<file path="config.mk">
export PLATFORM = sky130hd
export DESIGN_NAME = tcw_front
export DESIGN_NICKNAME = d
export VERILOG_FILES = /design/src/sv/assert_macros.svh /design/src/sv/tcw_pkg.sv /design/src/sv/tcw_front.sv
export SDC_FILE = /design/constraint.sdc
export NUM_CORES = 1
export LEC_CHECK = 0
export BUFFER_PORTS_ARGS = -buffer_cell sky130_fd_sc_hd__buf_2
export CAP_MARGIN = 30
export CORE_AREA = 2 2 39 41
export DETAILED_ROUTE_END_ITERATION = 8
export DIE_AREA = 0 0 41 43
export GPL_ROUTABILITY_DRIVEN = 0
export PLACE_DENSITY_LB_ADDON = 0.08
export SLEW_MARGIN = 20
export SYNTH_ARGS = -nofsm -noshare
export SYNTH_HDL_FRONTEND = slang
export SYNTH_SLANG_ARGS = --single-unit
</file>
<file path="constraint.sdc">
create_clock -name vclk -period 0.9
set_input_delay 0.18 -clock vclk [all_inputs]
set_output_delay 0.18 -clock vclk [all_outputs]
set_load 0.05 [all_outputs]
</file>
<file path="src/sv/assert_macros.svh">
// Assertion helpers shared by the console modules.
`ifndef ASSERT_MACROS_SVH
`define ASSERT_MACROS_SVH

// Same-cycle implication, checked only while out of reset.
`define ASSERT_IMP(lbl, clk, rstn, ante, cons) \
    lbl: assert property (@(posedge clk) disable iff (!(rstn)) (ante) |-> (cons)) \
        else $error("console assertion failed");

// Next-cycle implication, checked only while out of reset.
`define ASSERT_NXT(lbl, clk, rstn, ante, cons) \
    lbl: assert property (@(posedge clk) disable iff (!(rstn)) (ante) |=> (cons)) \
        else $error("console assertion failed");

`endif

</file>
<file path="src/sv/tcw_pkg.sv">
`timescale 1ns / 1ps

package tcw_pkg;

    // Fixed field widths.
    localparam int COL_W      = 7;
    localparam int ROW_W      = 5;
    localparam int CHAR_W     = 8;
    localparam int ATTR_W     = 7;
    localparam int CELL_W     = 16;
    localparam int ADDR_OUT_W = 11;
    localparam int OP_W       = 2;

    // Operation codes carried in s_tuser.
    localparam logic [OP_W-1:0] OP_PUT   = 2'd0;
    localparam logic [OP_W-1:0] OP_MOVE  = 2'd1;
    localparam logic [OP_W-1:0] OP_CLEAR = 2'd2;
    localparam logic [OP_W-1:0] OP_READ  = 2'd3;

    // Control characters.
    localparam logic [CHAR_W-1:0] CH_BACKSPACE = 8'd8;
    localparam logic [CHAR_W-1:0] CH_LINE_FEED = 8'd10;
    localparam logic [CHAR_W-1:0] CH_RETURN    = 8'd13;
    localparam logic [CHAR_W-1:0] CH_SPACE     = 8'h20;

    // Cell values.
    localparam logic [CELL_W-1:0] CELL_RESET  = 16'h0720;
    localparam logic [CELL_W-1:0] CELL_ERASED = 16'h0020;

    // Configuration register indexes.
    localparam logic CFG_TEXT_ATTRIBUTE = 1'b0;
    localparam logic CFG_CURSOR_ON      = 1'b1;

    // Command kinds produced by the front end.
    typedef enum logic [2:0] {
        CMD_PRINT,
        CMD_BACKSPACE,
        CMD_NEWLINE,
        CMD_RETURN,
        CMD_MOVE,
        CMD_CLEAR,
        CMD_READ
    } cmd_kind_t;

    typedef struct packed {
        cmd_kind_t          kind;
        logic [CHAR_W-1:0]  ch;
        logic [COL_W-1:0]   col;
        logic [ROW_W-1:0]   row;
    } cmd_t;

    // Queue status seen by both ends.
    typedef struct packed {
        logic full;
        logic empty;
    } q_status_t;

    // Executor states.
    typedef enum logic [2:0] {
        ST_INIT,
        ST_IDLE,
        ST_ADDR,
        ST_EXEC,
        ST_BLANK,
        ST_CLEAR,
        ST_DONE
    } back_state_t;

endpackage

</file>
<file path="src/sv/tcw_front.sv">
`timescale 1ns / 1ps

module tcw_front
    import tcw_pkg::*;
#(
    parameter int COLUMNS = 80,
    parameter int ROWS    = 25
) (
    input  logic              s_tvalid,
    output logic              s_tready,
    input  logic [23:0]       s_tdata,   // char_code, target_col, target_row, zero pad
    input  logic [OP_W-1:0]   s_tuser,   // opcode
    input  q_status_t         q_status,
    input  logic              init_busy,
    output logic              push,
    output cmd_t              cmd
);

    logic [CHAR_W-1:0] ch;
    logic [COL_W-1:0]  col_in;
    logic [ROW_W-1:0]  row_in;

    assign ch     = s_tdata[7:0];
    assign col_in = s_tdata[14:8];
    assign row_in = s_tdata[19:15];

    // Items are taken whenever the queue has room and the buffer is ready.
    assign s_tready = !q_status.full && !init_busy;
    assign push     = s_tvalid && s_tready;

    // Saturate the coordinates and sort the operation into a command kind.
    always_comb begin
        cmd.ch  = ch;
        cmd.col = (col_in > COL_W'(COLUMNS - 1)) ? COL_W'(COLUMNS - 1) : col_in;
        cmd.row = (row_in > ROW_W'(ROWS - 1)) ? ROW_W'(ROWS - 1) : row_in;
        unique case (s_tuser)
            OP_PUT: begin
                priority if (ch == CH_BACKSPACE) begin
                    cmd.kind = CMD_BACKSPACE;
                end else if (ch == CH_LINE_FEED) begin
                    cmd.kind = CMD_NEWLINE;
                end else if (ch == CH_RETURN) begin
                    cmd.kind = CMD_RETURN;
                end else begin
                    cmd.kind = CMD_PRINT;
                end
            end
            OP_MOVE:  cmd.kind = CMD_MOVE;
            OP_CLEAR: cmd.kind = CMD_CLEAR;
            OP_READ:  cmd.kind = CMD_READ;
        endcase
    end

endmodule

</file>
==> reports/qor.yml <==
route:
  vias_per_cell: 4.19
  wire_per_inst_microns: 9.78
  firstDrtPassIters: 1
  vias: 402
  drc_errors: 0
  drt_iter0_markers: 0
  wirelength_microns: 939
  drtAntennaViolNets: 0
setup_path:
  cp.arrival_ps: 1090
  crit_slowest_cell: "nor4b_4"
  cp-end-kind: "output port"
  worst_ep_required_time_ps: 720
  worstPathCellList: "buf_6, nor4b_4, nand2_2, o31ai_4, buf_6"
  cp_common_cell: "buf_6"
  slowest_delay_ps: 260
  crit_type: "in2out"
  cp_max_fo: 2
  startpoint_type: "primary input"
grt:
  grt_max_degree: 5
  gr-total-overflow: 0
  antenna_found_initial: 0
  met1_usage_pct: 9.49
  grt_pass1_vias: 346
  grtUsageMet2_pct: 19.7
  grt_pass1_wl_microns: 1230
  grtUsageTotal_pct: 9.49
  top_usage_layer: "met2"
  met3_usage_pct: 1.05
logic_synthesis:
  syn-cell-area_sq_um: 226
  synth_commonest_cells: "buf_4 (8), and2_1 (4), nand2b_1 (4)"
  synth_seq_area_share_pct: 0
  synthCells: 36
  avgSynthCellArea_sq_um: 6.29
  synth_top_area_share_pct: 26.5
  yosysMostFrequentCell: "buf_4"
  yosys_warnings: 0
  ys_types: 16
  yosys-top-cells-area: "buf_4 (27%), and2_1 (11%), nand2b_1 (11%), nor2b_1 (8.3%), nor4b_2 (6.6%)"
  syn_nets: 66
  synth_area_leader_cell: "buf_4"
final_layout:
  area_growth_pct: 220
  regArea_sq_um: 0
  fillCellCount: 123
  post_route_cells_drive_above_1_share_pct: 90.0
  final_net_count: 112
  clock_buffers: 0
  design_area_sq_um: 726
  seq_cell_count: 0
  diodes: 0
  fin_cells: 96
  multi_input_area_sq_um: 264
  utilization_pct: 52.4
status:
  failed_checks: "negative setup slack"
  status: "complete, but fails checks"
power_and_ir_drop:
  p_seq_share_pct: 0
  p_switching_mw: 0.335
  pwr-share-comb_pct: 100.0
  p_int_mw: 0.229
  clkPwrFrac_pct: 0
  ir_worst_vdd_mv: 0.318
  p_leak_nw: 0.385
  switching_share_pct: 59.4
  power.density_mw_per_mm2: 777
die:
  ios: 55
  core_area_sq_mm: 0.00138
  die_y_microns: 43
  dieArea_sq_mm: 0.00176
  die_w_microns: 41
  start_util_pct: 16.4
  rows: 14
sta:
  setup_viol: 7
  fmax_mhz: 789
  fin_ws_ps: -367
  tightest_slew_ps: 254
  finalCriticalPeriod_ps: 1270
  rsz0062_at_grt: "true"
  finalSetupTns_ps: -1010
  holdWs_ps: 659
  slew_viol_final: 0
  hold_viol: 0
  relSlewSlack_pct: 83.1
  timing.final.crit_share_pct: 141
run:
  drv_cap: 0
placement:
  io_buffers: 50
  place_inst: 95
  placed_area_sq_um: 533
  dpl.hpwl_microns: 654
worst_hold_path:
  min_path_type: "in2out"
[power by group through the flow]
stage | Sequential [mW] | Combinational, mW | Clock (mW)
CTS | 0 | 0.524 | 0
global placement | 0 | 0.447 | 0
floorplan | 0 | 0.329 | 0
detailed placement | 0 | 0.446 | 0
finish | 0 | 0.564 | 0
global route | 0 | 0.591 | 0
[layout make-up]
cell class	count	area share, %
repair buffers	55	60.3
well taps	16	2.76
multi-input cells	24	36.4
inverters	1	0.517
[worst paths after layout]
check	slack [ps]	to	cells past startpoint	startpoint
setup / recovery	-370	cmd[21]	5	s_tdata[4]
hold / removal	660	cmd[17]	2	s_tdata[5]
[worst max-delay path: cells and delay by family]
family	cells	cell delay, ps
buf+inv	2	280
compound gates	1	230
simple gates	2	380
[cells by family (layout without fill, tap and decap cells)]
kind of cell | count (synthesis) | count (layout) | synth area share [%]
AND/OR/NAND/NOR | 19 | 19 | 51.4
AO/OA/AOI/OAI | 4 | 4 | 11.6
XOR/XNOR | 1 | 1 | 3.87
buffers and inverters | 12 | 56 | 33.1
[timing repair]
action	4_1_cts	5_1_grt
endpoints found under the hold margin	0	0
buffers inserted	0	1
pin swaps	5	2
endpoints found under the setup margin	13	13
hold buffers	0	0
resized for setup	36	15
[cells in the final DEF (no fill, tap or decap)]
cell type / count
nor4b_4: 1
nor2b_4: 2
buf_6: 14
a21oi_1: 1
or2_4: 1
xor2_1: 1
buf_2: 32
inv_1: 1
o21ai_2: 1
o31ai_4: 1
buf_4: 2
buf_8: 7
nor2b_1: 1
nor2_1: 1
nand2b_4: 4
nand2_2: 1
and2_4: 4
nand2_1: 2
o32ai_4: 1
nor3b_1: 1
nor2_4: 1
[routing by layer]
layer / wire (microns) / share of wire (%)
met1: 256 / 27
met2: 569 / 61
met3: 113 / 12
met4: 0 / 0
met5: 0 / 0
[stage by stage]
step           total power, mW  setup slack, ps
3_5_place_dp             0.446             -506
6_report                 0.564             -367
3_3_place_gp             0.447             -498
4_1_cts                  0.524             -376
5_1_grt                  0.591             -410
2_1_floorplan            0.329             -398
(Power assumes the default switching activity.)
