`src/sv/assert_macros.svh`:
```
// Assertion helpers shared by the console modules.
`ifndef ASSERT_MACROS_SVH
`define ASSERT_MACROS_SVH

// Same-cycle implication, checked only while out of reset.
`define ASSERT_IMP(lbl, clk, rstn, ante, cons) \
    lbl: assert property (@(posedge clk) disable iff (!(rstn)) (ante) |-> (cons)) \
        else $error("console assertion failed");

// Next-cycle implication, checked only while out of reset.
`define ASSERT_NXT(lbl, clk, rstn, ante, cons) \
    lbl: assert property (@(posedge clk) disable iff (!(rstn)) (ante) |=> (cons)) \
        else $error("console assertion failed");

`endif

```
`src/sv/tcw_pkg.sv`:
```
`timescale 1ns / 1ps

package tcw_pkg;

    // Fixed field widths.
    localparam int COL_W      = 7;
    localparam int ROW_W      = 5;
    localparam int CHAR_W     = 8;
    localparam int ATTR_W     = 7;
    localparam int CELL_W     = 16;
    localparam int ADDR_OUT_W = 11;
    localparam int OP_W       = 2;

    // Operation codes carried in s_tuser.
    localparam logic [OP_W-1:0] OP_PUT   = 2'd0;
    localparam logic [OP_W-1:0] OP_MOVE  = 2'd1;
    localparam logic [OP_W-1:0] OP_CLEAR = 2'd2;
    localparam logic [OP_W-1:0] OP_READ  = 2'd3;

    // Control characters.
    localparam logic [CHAR_W-1:0] CH_BACKSPACE = 8'd8;
    localparam logic [CHAR_W-1:0] CH_LINE_FEED = 8'd10;
    localparam logic [CHAR_W-1:0] CH_RETURN    = 8'd13;
    localparam logic [CHAR_W-1:0] CH_SPACE     = 8'h20;

    // Cell values.
    localparam logic [CELL_W-1:0] CELL_RESET  = 16'h0720;
    localparam logic [CELL_W-1:0] CELL_ERASED = 16'h0020;

    // Configuration register indexes.
    localparam logic CFG_TEXT_ATTRIBUTE = 1'b0;
    localparam logic CFG_CURSOR_ON      = 1'b1;

    // Command kinds produced by the front end.
    typedef enum logic [2:0] {
        CMD_PRINT,
        CMD_BACKSPACE,
        CMD_NEWLINE,
        CMD_RETURN,
        CMD_MOVE,
        CMD_CLEAR,
        CMD_READ
    } cmd_kind_t;

    typedef struct packed {
        cmd_kind_t          kind;
        logic [CHAR_W-1:0]  ch;
        logic [COL_W-1:0]   col;
        logic [ROW_W-1:0]   row;
    } cmd_t;

    // Queue status seen by both ends.
    typedef struct packed {
        logic full;
        logic empty;
    } q_status_t;

    // Executor states.
    typedef enum logic [2:0] {
        ST_INIT,
        ST_IDLE,
        ST_ADDR,
        ST_EXEC,
        ST_BLANK,
        ST_CLEAR,
        ST_DONE
    } back_state_t;

endpackage

```
`src/sv/tcw_queue.sv`:
```
`timescale 1ns / 1ps
`include "assert_macros.svh"

module tcw_queue
    import tcw_pkg::*;
(
    input  logic      aclk,
    input  logic      aresetn,
    input  logic      push,
    input  cmd_t      push_cmd,
    input  logic      pop,
    output cmd_t      pop_cmd,
    output q_status_t q_status
);

    localparam int DEPTH = 2;
    localparam int PW    = $clog2(DEPTH);
    localparam int CW    = $clog2(DEPTH + 1);

    cmd_t            slot_reg [DEPTH];
    logic [PW-1:0]   wr_ptr_reg, wr_ptr_next;
    logic [PW-1:0]   rd_ptr_reg, rd_ptr_next;
    logic [CW-1:0]   count_reg, count_next;

    assign q_status.full  = (count_reg == CW'(DEPTH));
    assign q_status.empty = (count_reg == '0);
    assign pop_cmd        = slot_reg[rd_ptr_reg];

    // Pointer and fill count updates.
    always_comb begin
        wr_ptr_next = wr_ptr_reg;
        rd_ptr_next = rd_ptr_reg;
        count_next  = count_reg;
        if (push) begin
            wr_ptr_next = (wr_ptr_reg == PW'(DEPTH - 1)) ? '0 : wr_ptr_reg + 1'b1;
        end
        if (pop) begin
            rd_ptr_next = (rd_ptr_reg == PW'(DEPTH - 1)) ? '0 : rd_ptr_reg + 1'b1;
        end
        if (push && !pop) begin
            count_next = count_reg + 1'b1;
        end else if (pop && !push) begin
            count_next = count_reg - 1'b1;
        end
    end

    always_ff @(posedge aclk) begin
        if (!aresetn) begin
            wr_ptr_reg <= '0;
            rd_ptr_reg <= '0;
            count_reg  <= '0;
        end else begin
            wr_ptr_reg <= wr_ptr_next;
            rd_ptr_reg <= rd_ptr_next;
            count_reg  <= count_next;
        end
    end

    // Slot storage.
    always_ff @(posedge aclk) begin
        if (push) begin
            slot_reg[wr_ptr_reg] <= push_cmd;
        end
    end

    `ASSERT_IMP(a_count_bound, aclk, aresetn, 1'b1, count_reg <= CW'(DEPTH))

endmodule

```
`config.mk`:
```
export PLATFORM = sky130hd
export DESIGN_NAME = tcw_queue
export DESIGN_NICKNAME = d
export VERILOG_FILES = /design/src/sv/tcw_pkg.sv /design/src/sv/tcw_queue.sv
export VERILOG_INCLUDE_DIRS = /design/src /design/src/sv
export SDC_FILE = /design/constraint.sdc
export NUM_CORES = 1
export LEC_CHECK = 0
export ABC_AREA = 0
export CELL_PAD_IN_SITES_DETAIL_PLACEMENT = 0
export CELL_PAD_IN_SITES_GLOBAL_PLACEMENT = 1
export CORE_ASPECT_RATIO = 0.9
export CORE_UTILIZATION = 55
export CTS_BUF_LIST = sky130_fd_sc_hd__clkbuf_2 sky130_fd_sc_hd__clkbuf_4 sky130_fd_sc_hd__clkbuf_8
export DETAILED_ROUTE_END_ITERATION = 10
export DONT_BUFFER_PORTS = 1
export HOLD_SLACK_MARGIN = 0.08
export PLACE_DENSITY_LB_ADDON = 0.1
export SETUP_SLACK_MARGIN = 0.1
export SLEW_MARGIN = 10
export SYNTH_ARGS = -nofsm -noshare
export SYNTH_HDL_FRONTEND = slang
export SYNTH_SLANG_ARGS = --single-unit
```
`constraint.sdc`:
```
create_clock -name aclk -period 4.6 [get_ports aclk]
set_input_delay 0.23 -clock aclk [delete_from_list [all_inputs] [get_ports aclk]]
set_output_delay 0.23 -clock aclk [all_outputs]
set_load 0.02 [all_outputs]
```
==> results of run 1 <==
[what timing repair did]
| action | CTS | global route |
|---|---|---|
| hold buffers | 24 | 0 |
| setup endpoints to repair | 0 | 0 |
| hold endpoints to repair | 50 | 0 |
| buffers inserted | 0 | 0 |
[metrics by stage]
stage                     util (%)  setup slack, ns  cell area, um^2  hold slack [ns]  cells
after floorplan                  -             2.81             1870            0.329     93
after detailed placement      61.2             2.91             1920            0.329    134
final                         71.8             2.63             2250           0.0995    166
after CTS                     71.8             2.57             2250           0.0848    166
after global routing          71.8             2.47             2250           0.0838    166
after global placement        61.2             2.89             1920            0.329    134
[metal layers]
| layer | wire length (um) | vias up | share of wire [%] | track usage [%] |
|---|---|---|---|---|
| met3 | 148 | 2 | 5.7 | 7.80 |
| met1 | 1000 | 441 | 39 | 16.9 |
| met4 | 13 | 0 | 0.50 | 6.82 |
| met5 | 0 | - | 0 | 0 |
| li1 | - | 412 | - | - |
| met2 | 1430 | 26 | 55 | 29.3 |
[where the power goes]
| group | total (mW) | switching, mW | internal [mW] |
|---|---|---|---|
| Clock | 0.248 | 0.122 | 0.126 |
| Sequential | 0.548 | 0.0148 | 0.533 |
| Combinational | 0.105 | 0.0590 | 0.0459 |
[kinds of logic after synthesis]
group | synth area share [%]
XOR/XNOR | 1.40
adder cells (fa/ha/maj) | 0.667
buffers and inverters | 1.00
flip-flops | 79.0
multiplexers | 13.8
AO/OA/AOI/OAI | 1.07
AND/OR/NAND/NOR | 3.00
[Yosys cell counts]
cell type | count | share of area (%)
dfxtp_1 | 5 | 5.3
ha_1 | 1 | 0.67
buf_4 | 2 | 0.80
or3_1 | 1 | 0.33
o21a_1 | 1 | 0.40
and2b_2 | 1 | 0.47
xnor2_1 | 1 | 0.47
edfxtp_1 | 46 | 74
a21boi_1 | 1 | 0.40
inv_1 | 1 | 0.20
nor2b_1 | 2 | 0.67
o21ai_0 | 1 | 0.27
nor2_1 | 1 | 0.20
mux2_2 | 23 | 14
xor2_1 | 2 | 0.93
and2_1 | 4 | 1.3
[final cells by class]
type	count	area (um^2)
Inverter	1	3.75
Tap cell	42	52.6
Timing Repair Buffer	25	248
Sequential cell	51	1480
Clock buffer	8	91.3
Fill cell	214	885
Multi-Input combinational cell	39	377
[worst paths after layout]
kind,to,start,depth (start not counted)
worst max-delay path,pop_cmd[16],register,1
worst min-delay path,count_reg[1]$_SDFFE_PN0P_,aresetn,1
worst max register to register,slot_reg[1][8]$_DFFE_PP_,wr_ptr_reg$_SDFFE_PN0P_,1
worst min register to register,count_reg[1]$_SDFFE_PN0P_,count_reg[1]$_SDFFE_PN0P_,2
==> reports/results.txt, run 1 <==
Setup crit end kind - output port
Hold Path Class - input pin to register
Initial DRT Pass Iterations - 4
Critical Path AT - 1.74 ns
clock sink count - 51
# IOs - 52
Power Density - 400 mW/mm^2
Clk Latency, worst-skew pair - 0.29 ns
wire length per cell - 15.7 um
CTS tree - built
Final GP Congestion - 0.605
LEAKAGE - 0.772 nW
status - completed
commonest cells after routing, fill and taps aside - edfxtp_1, dlygate4sd3_1, mux2_2
MaxCap Viol Count - 0
CP required - 4.37 ns
Critical path buffers and inverters - 0
# setup viols final - 0
Slowest cell on crit path - dfxtp_1
final slew viol count - 0
ANT cells - 0
Cell Chain, Critical Path - mux2_2
final hold vios - 0
commonest non-fill, non-tap cell in the layout - edfxtp_1
Initial Util - 59.7%
post_cts resized - 0
critical path's top delay family - flip-flops
largest net degree at the start of global routing - 24
gr ovfl total - 0
RSZ-0062 raised after global routing - no
Post-Syn Area - 0.00187 mm^2
Vias - 881
DIE WIDTH - 63.5 um
Root Driver - clkbuf_8
WS Path Type - register to output port
DRC viols - 0
post-route total power - 0.900 mW
minimum clock period - 1.97 ns
antenna viol nets, final - 0
final WL - 2.60 mm
setup_tns - 0 ns
Port Buf Inserts - 0
area grow syn2layout - 20.2%
# rows - 19
vias in the first global route - 940
initial antenna violation count - 0
average size of a mapped cell - 20.2 um^2
detailed router's first-iteration violation count - 19
fmax - 508 MHz
CP max stage delay - 0.97 ns
Core Box Area - 0.00314 mm^2
Least-Margin Pin Slew - 1.02 ns
crit share post-route - 42.8%
H-tree levels - 2
height of the die - 57.4 um
Worst Setup Start Kind - register
FF-to-FF setup slack - 3.04 ns
critical path peak fanout - 23
clock-pin slew on the worst setup and hold paths - 0.07 ns
Post-Synthesis Cells - 93
area of the die - 0.00365 mm^2
hpwl dp - 1.64 mm
cts bufs inserted - 5
syn_nets - 121
Yosys reg bits - 51
Rel. slew slack - 32.1%
sequential area share after synthesis - 79.0%
Total Routing Usage GR - 16.6%
first-pass GRT wire length - 4.24 mm
YS warnings - 0
Largest register FFs - 46
Final Net Count - 151
Bufs on Longest Clock Path - 2
post-synthesis cell type count - 16
share of layout cells above drive strength 1 - 27.4%
skew final - 0.00595 ns
vias per cell - 5.31
Peak VDD IR - 0.000309 V
(Power assumes the default switching activity.)
==> inputs of run 2 (changes only) <==
- CORE_UTILIZATION: 55 -> 54
- clock period: 4.6 -> 1.9 ns (I/O delays scaled with it)
==> run 2 against run 1 <==
Compared with the run above: total power up 140%; combinational power rose to 2.7 times the previous value; global-route usage rose by 0.79 points; flip-flop and latch count did not move; clock skew about the same; worst hold slack better by 0.053 ns; critical path depth is 1 higher; largest cell class unchanged; cell area rose by 2.4%; clock power is 140% higher; register-to-register slack worse by 2.2 ns; critical path type unchanged; die area up 1.8%.
==> reports/results.txt, run 2 (synthesized netlist as in run 1, its figures left out) <==
clock-pin slew on the worst setup and hold paths - 0.09 ns (+0.02 ns)
Cell Chain, Critical Path - buf_4 > mux2_2
critical path's top delay family - multiplexers
vias in the first global route - 969 (+3.1%)
cts bufs inserted - 5 (unchanged)
hpwl dp - 1.72 mm (+4.4%)
Core Box Area - 0.00319 mm^2 (+1.5%)
Final Net Count - 158 (+4.6%)
post-route setup slack - 0.536 ns (-2.09 ns)
worst r2r src - wr_ptr_reg$_SDFFE_PN0P_
# rows - 19 (unchanged)
Sw Pwr - 0.522 mW (+170%)
Clk Latency, worst-skew pair - 0.30 ns (about the same)
Final GP Congestion - 0.606 (+0.18%)
first-pass GRT wire length - 4.54 mm (+7.0%)
switching share of power - 23.8% (+2.0 points)
critical path depth - 2 (+1)
gr ovfl total - 0 (unchanged)
status - completed
fmax - 733 MHz
design internal power - 1.67 mW (+140%)
Total Routing Usage GR - 17.4% (+0.79 points)
Peak VDD IR - 0.000965 V (+210%)
Port Buf Inserts - 0 (unchanged)
Power Density - 951 mW/mm^2 (+140%)
vias per cell - 5.22 (-1.7%)
post_cts resized - 0 (unchanged)
share of layout cells above drive strength 1 - 29.8% (+2.4 points)
post-route total power - 2.19 mW (+140%)
CP required - 1.80 ns (-2.57 ns)
CTS tree - built
Setup crit end kind - output port
height of the die - 57.9 um (+0.89%)
Worst Setup Start Kind - register
LEAKAGE - 0.805 nW (+4.2%)
# IOs - 52 (unchanged)
initial antenna violation count - 0 (unchanged)
crit share post-route - 71.8%
Rel. slew slack - 74.9% (+43 points)
Bufs on Longest Clock Path - 2 (unchanged)
final slew viol count - 0 (unchanged)
Critical path buffers and inverters - 1 (+1)
antenna viol nets, final - 0 (unchanged)
Initial DRT Pass Iterations - 3 (-1)
setup_tns - 0 ns (unchanged)
CP max stage delay - 0.42 ns (-0.55 ns)
DIE WIDTH - 64.1 um (+0.89%)
H-tree levels - 2 (unchanged)
RSZ-0062 raised after global routing - no
commonest non-fill, non-tap cell in the layout - edfxtp_1
Post-CTS Setup Inserts - 0 (unchanged)
largest net degree at the start of global routing - 17 (-29%)
Slowest cell on crit path - mux2_2
Root Driver - clkbuf_8
detailed router's first-iteration violation count - 34 (+15)
minimum clock period - 1.36 ns
FF-to-FF setup slack - 0.85 ns (-2.19 ns)
wire length per cell - 16.2 um (+3.2%)
Least-Margin Pin Slew - 0.376 ns (-0.643 ns)
clock power share - 27.2% (-0.3 points)
final hold vios - 0 (unchanged)
area of the die - 0.00371 mm^2 (+1.8%)
register share of total power - 59.7% (-1.1 points)
Critical Path AT - 1.27 ns (-0.47 ns)
Hold Path Class - input pin to register
pre-CTS WS - 0.861 ns (-2.05 ns)
Initial Util - 58.8% (-0.89 points)
# setup viols final - 0 (unchanged)
Worst setup endpoint - pop_cmd[11]
DRC viols - 0 (unchanged)
Layout Utilization - 72.4% (+0.62 points)
final WL - 2.79 mm (+7.5%)
MaxCap Viol Count - 0 (unchanged)
reg2reg path depth - 2 (+1)
Largest register FFs - 46 (unchanged)
Vias - 903 (+2.5%)
skew final - 0.00644 ns (+0.000482 ns)
critical path peak fanout - 13 (-43%)
area grow syn2layout - 23.1%
commonest cells after routing, fill and taps aside - edfxtp_1, dlygate4sd3_1, mux2_2
hold depth - 3 (+2)
WS Path Type - register to output port
Comb pwr share - 13.1% (+1.4 points)
R2R Path End - slot_reg[1][16]$_DFFE_PP_
ANT cells - 0 (unchanged)
clock sink count - 51 (unchanged)
run 2: cell count changes in the layout (fill, tap and decap cells not counted):
cell,previous run,this run
buf_4,1,6
clkbuf_4,3,0
clkinv_2,0,2
dlygate4sd3_1,24,26
inv_6,0,1
run 2: worst min path at each step:
stage | end | start | slack, ns
after CTS | count_reg[1]$_SDFFE_PN0P_ | push | 0.15
after global placement | slot_reg[1][19]$_DFFE_PP_ | push_cmd[19] | 0.19
after global routing | count_reg[1]$_SDFFE_PN0P_ | push | 0.17
after detailed placement | slot_reg[1][22]$_DFFE_PP_ | push_cmd[22] | 0.19
after floorplan | slot_reg[0][0]$_DFFE_PP_ | push_cmd[0] | 0.19
final | count_reg[1]$_SDFFE_PN0P_ | push | 0.15
run 2: layout make-up:
cell class / count / area [um^2]
fill: 211 / 878
sequential: 51 / 1480
timing repair buffer: 32 / 305
clock inverter: 3 / 18.8
tap: 42 / 52.6
clock buffer: 5 / 68.8
inverter: 1 / 3.75
multi-input combinational: 39 / 377
run 2: metrics by stage:
step / area (um^2) / std cells / hold WS [ns]
5_1_grt: 2310 / 173 / 0.173
4_1_cts: 2310 / 173 / 0.153
3_3_place_gp: 1960 / 139 / 0.194
6_report: 2310 / 173 / 0.152
3_5_place_dp: 1960 / 139 / 0.194
2_1_floorplan: 1870 / 93 / 0.194
run 2: timing repair:
| action | in CTS | in global routing |
|---|---|---|
| hold buffers | 26 | 0 |
| hold endpoints to repair | 51 | 0 |
| setup endpoints to repair | 0 | 0 |
run 2: per-layer routing:
layer  wire length (um)  track usage (%)
met1               1100             18.6
met2               1500             31.6
met3                176             6.30
met4                 22             6.67
met5                  0                0
run 2: tightest hold or removal path, delay by kind of cell:
family / cells / cell delay (ns)
simple gates: 1 / 0.11
fa+ha+maj: 1 / 0.15
compound gates: 1 / 0.05
run 2: power groups by stage:
stage / clock (mW) / sequential (mW) / combinational [mW]
after global routing: 0.653 / 1.32 / 0.306
after floorplan: 0 / 1.33 / 0.204
after global placement: 0 / 1.33 / 0.237
final: 0.597 / 1.31 / 0.288
after CTS: 0.611 / 1.31 / 0.290
after detailed placement: 0 / 1.34 / 0.239
==> inputs of run 3 (changes only) <==
- clock period: 1.9 -> 1.4 ns (I/O delays scaled with it)
==> run 3 against run 2 <==
Compared with the run above: flip-flop and latch count did not move; cell area increased by 3.0%; routed wire length rose by 0.25%; cell count increased by 0.58%; critical path type unchanged; largest power group unchanged; combinational power grew 49%; largest cell class unchanged.
==> reports/results.txt, run 3 (synthesized netlist as in run 1, its figures left out) <==
status - completed
Final Cell Area - 0.00238 mm^2 (+3.0%)
Layout Utilization - 74.6% (+2.2 points)
Final GP Congestion - 0.574 (-5.3%)
Setup crit end kind - output port
Initial DRT Pass Iterations - 3 (unchanged)
initial antenna violation count - 0 (unchanged)
critical path peak fanout - 7 (-6)
clock-pin slew on the worst setup and hold paths - 0.08 ns (about the same)
CP required - 1.33 ns (-0.47 ns)
detailed router's first-iteration violation count - 36 (+5.9%)
vias per cell - 5.16 (-1.1%)
Critical Path AT - 1.22 ns (-0.05 ns)
setup_tns - 0 ns (unchanged)
worst r2r src - count_reg[0]$_SDFFE_PN0P_
LEAKAGE - 0.855 nW (+6.2%)
vias in the first global route - 962 (-0.72%)
gr ovfl total - 0 (unchanged)
ANT cells - 0 (unchanged)
WS Path Type - register to output port
DIE WIDTH - 64.1 um (unchanged)
first-pass GRT wire length - 4.16 mm (-8.4%)
largest net degree at the start of global routing - 16 (-1)
wire length per cell - 16.1 um (-0.33%)
# IOs - 52 (unchanged)
Largest register FFs - 46 (unchanged)
area of the die - 0.00371 mm^2 (unchanged)
Power Density - 1270 mW/mm^2 (+33%)
Port Buf Inserts - 0 (unchanged)
Worst Setup Start Kind - register
non-filler cells, final - 174 (+0.58%)
commonest cells after routing, fill and taps aside - edfxtp_1, dlygate4sd3_1, mux2_4
clock sink count - 51 (unchanged)
antenna viol nets, final - 0 (unchanged)
Peak VDD IR - 0.00105 V (+8.9%)
Hold Path Class - input pin to register
commonest non-fill, non-tap cell in the layout - edfxtp_1
crit share post-route - 92.5%
fmax - 772 MHz
hpwl dp - 1.66 mm (-3.4%)
Root Driver - clkbuf_8
final hold vios - 0 (unchanged)
cts bufs inserted - 5 (unchanged)
DRC viols - 0 (unchanged)
dpl cells - 139 (unchanged)
H-tree levels - 2 (unchanged)
minimum clock period - 1.29 ns
height of the die - 57.9 um (unchanged)
Vias - 898 (-0.55%)
final slew viol count - 0 (unchanged)
Initial Util - 58.8% (unchanged)
fill count - 198 (-6.2%)
final WL - 2.80 mm (+0.25%)
Core Box Area - 0.00319 mm^2 (unchanged)
Rel. slew slack - 74.4% (-0.48 points)
Post-CTS Setup Inserts - 0 (unchanged)
Final Net Count - 159 (+0.63%)
RSZ-0062 raised after global routing - yes
Least-Margin Pin Slew - 0.383 ns (+0.00723 ns)
Sequential Area - 0.00149 mm^2 (+0.25%)
# rows - 19 (unchanged)
share of layout cells above drive strength 1 - 31.1% (+1.3 points)
Clk Latency, worst-skew pair - 0.29 ns (about the same)
area grow syn2layout - 26.8%
Post-Place Cell Area - 0.00196 mm^2 (unchanged)
min-delay src - push
Bufs on Longest Clock Path - 2 (unchanged)
# setup viols final - 0 (unchanged)
MaxCap Viol Count - 0 (unchanged)
multi-input combinational cell area - 422 um^2 (+12%)
skew final - 0.00158 ns (-0.00486 ns)
CTS tree - built
Total Routing Usage GR - 15.6% (-1.8 points)
hold slack - 0.157 ns (+0.00504 ns)
-- run 3: cell types whose count changed in the layout (fill, tap and decap cells not counted), moves of 2 or more --
cell / delta
buf_4: -2
buf_6: +3
mux2_2: -12
mux2_4: +12
-- run 3: power breakdown --
part | internal, mW | switching (mW) | total, mW
Sequential | 1.75 | 0.0308 | 1.78
Combinational | 0.198 | 0.231 | 0.429
Clock | 0.369 | 0.431 | 0.800
Total | 2.32 | 0.693 | 3.01
-- run 3: cell type report --
class	instances	area share [%]
Multi-Input combinational cell	39	17.7
Clock buffer	6	3.21
Sequential cell	51	62.5
Inverter	1	0.158
Tap cell	42	2.21
Clock inverter	2	0.527
Timing Repair Buffer	33	13.6
-- run 3: stage by stage --
step                      setup WS (ns)  power, mW
after floorplan                  0.0473       2.09
after global placement            0.373       2.13
after detailed placement          0.365       2.14
after CTS                        0.0743       2.99
after global routing             0.0685       3.13
final                             0.105       3.01
-- run 3: per-layer routing --
layer	vias up	global-route usage [%]	share of wire [%]
li1	430	-	-
met1	433	17.6	40
met2	31	27.8	54
met3	4	5.31	4.9
met4	0	5.71	1.0
met5	-	0	0
-- run 3: final timing paths --
path | to | depth (start not counted) | slack (ns)
min | count_reg[1]$_SDFFE_PN0P_ | 3 | 0.16
max | pop_cmd[20] | 2 | 0.11
max reg2reg | count_reg[1]$_SDFFE_PN0P_ | 3 | 0.35
min reg2reg | count_reg[1]$_SDFFE_PN0P_ | 2 | 0.51
-- run 3: what timing repair did --
action,CTS,global route
hold buffers,26,0
cloned,0,1
endpoints found under the hold margin,51,0
endpoints found under the setup margin,17,23
gates resized for setup,1,18
pin swaps,0,0
-- run 3: critical path, cell delays in order (launching register included) --
cell and delay (ns):
dfxtp_4 0.38, buf_6 0.15, mux2_2 0.40
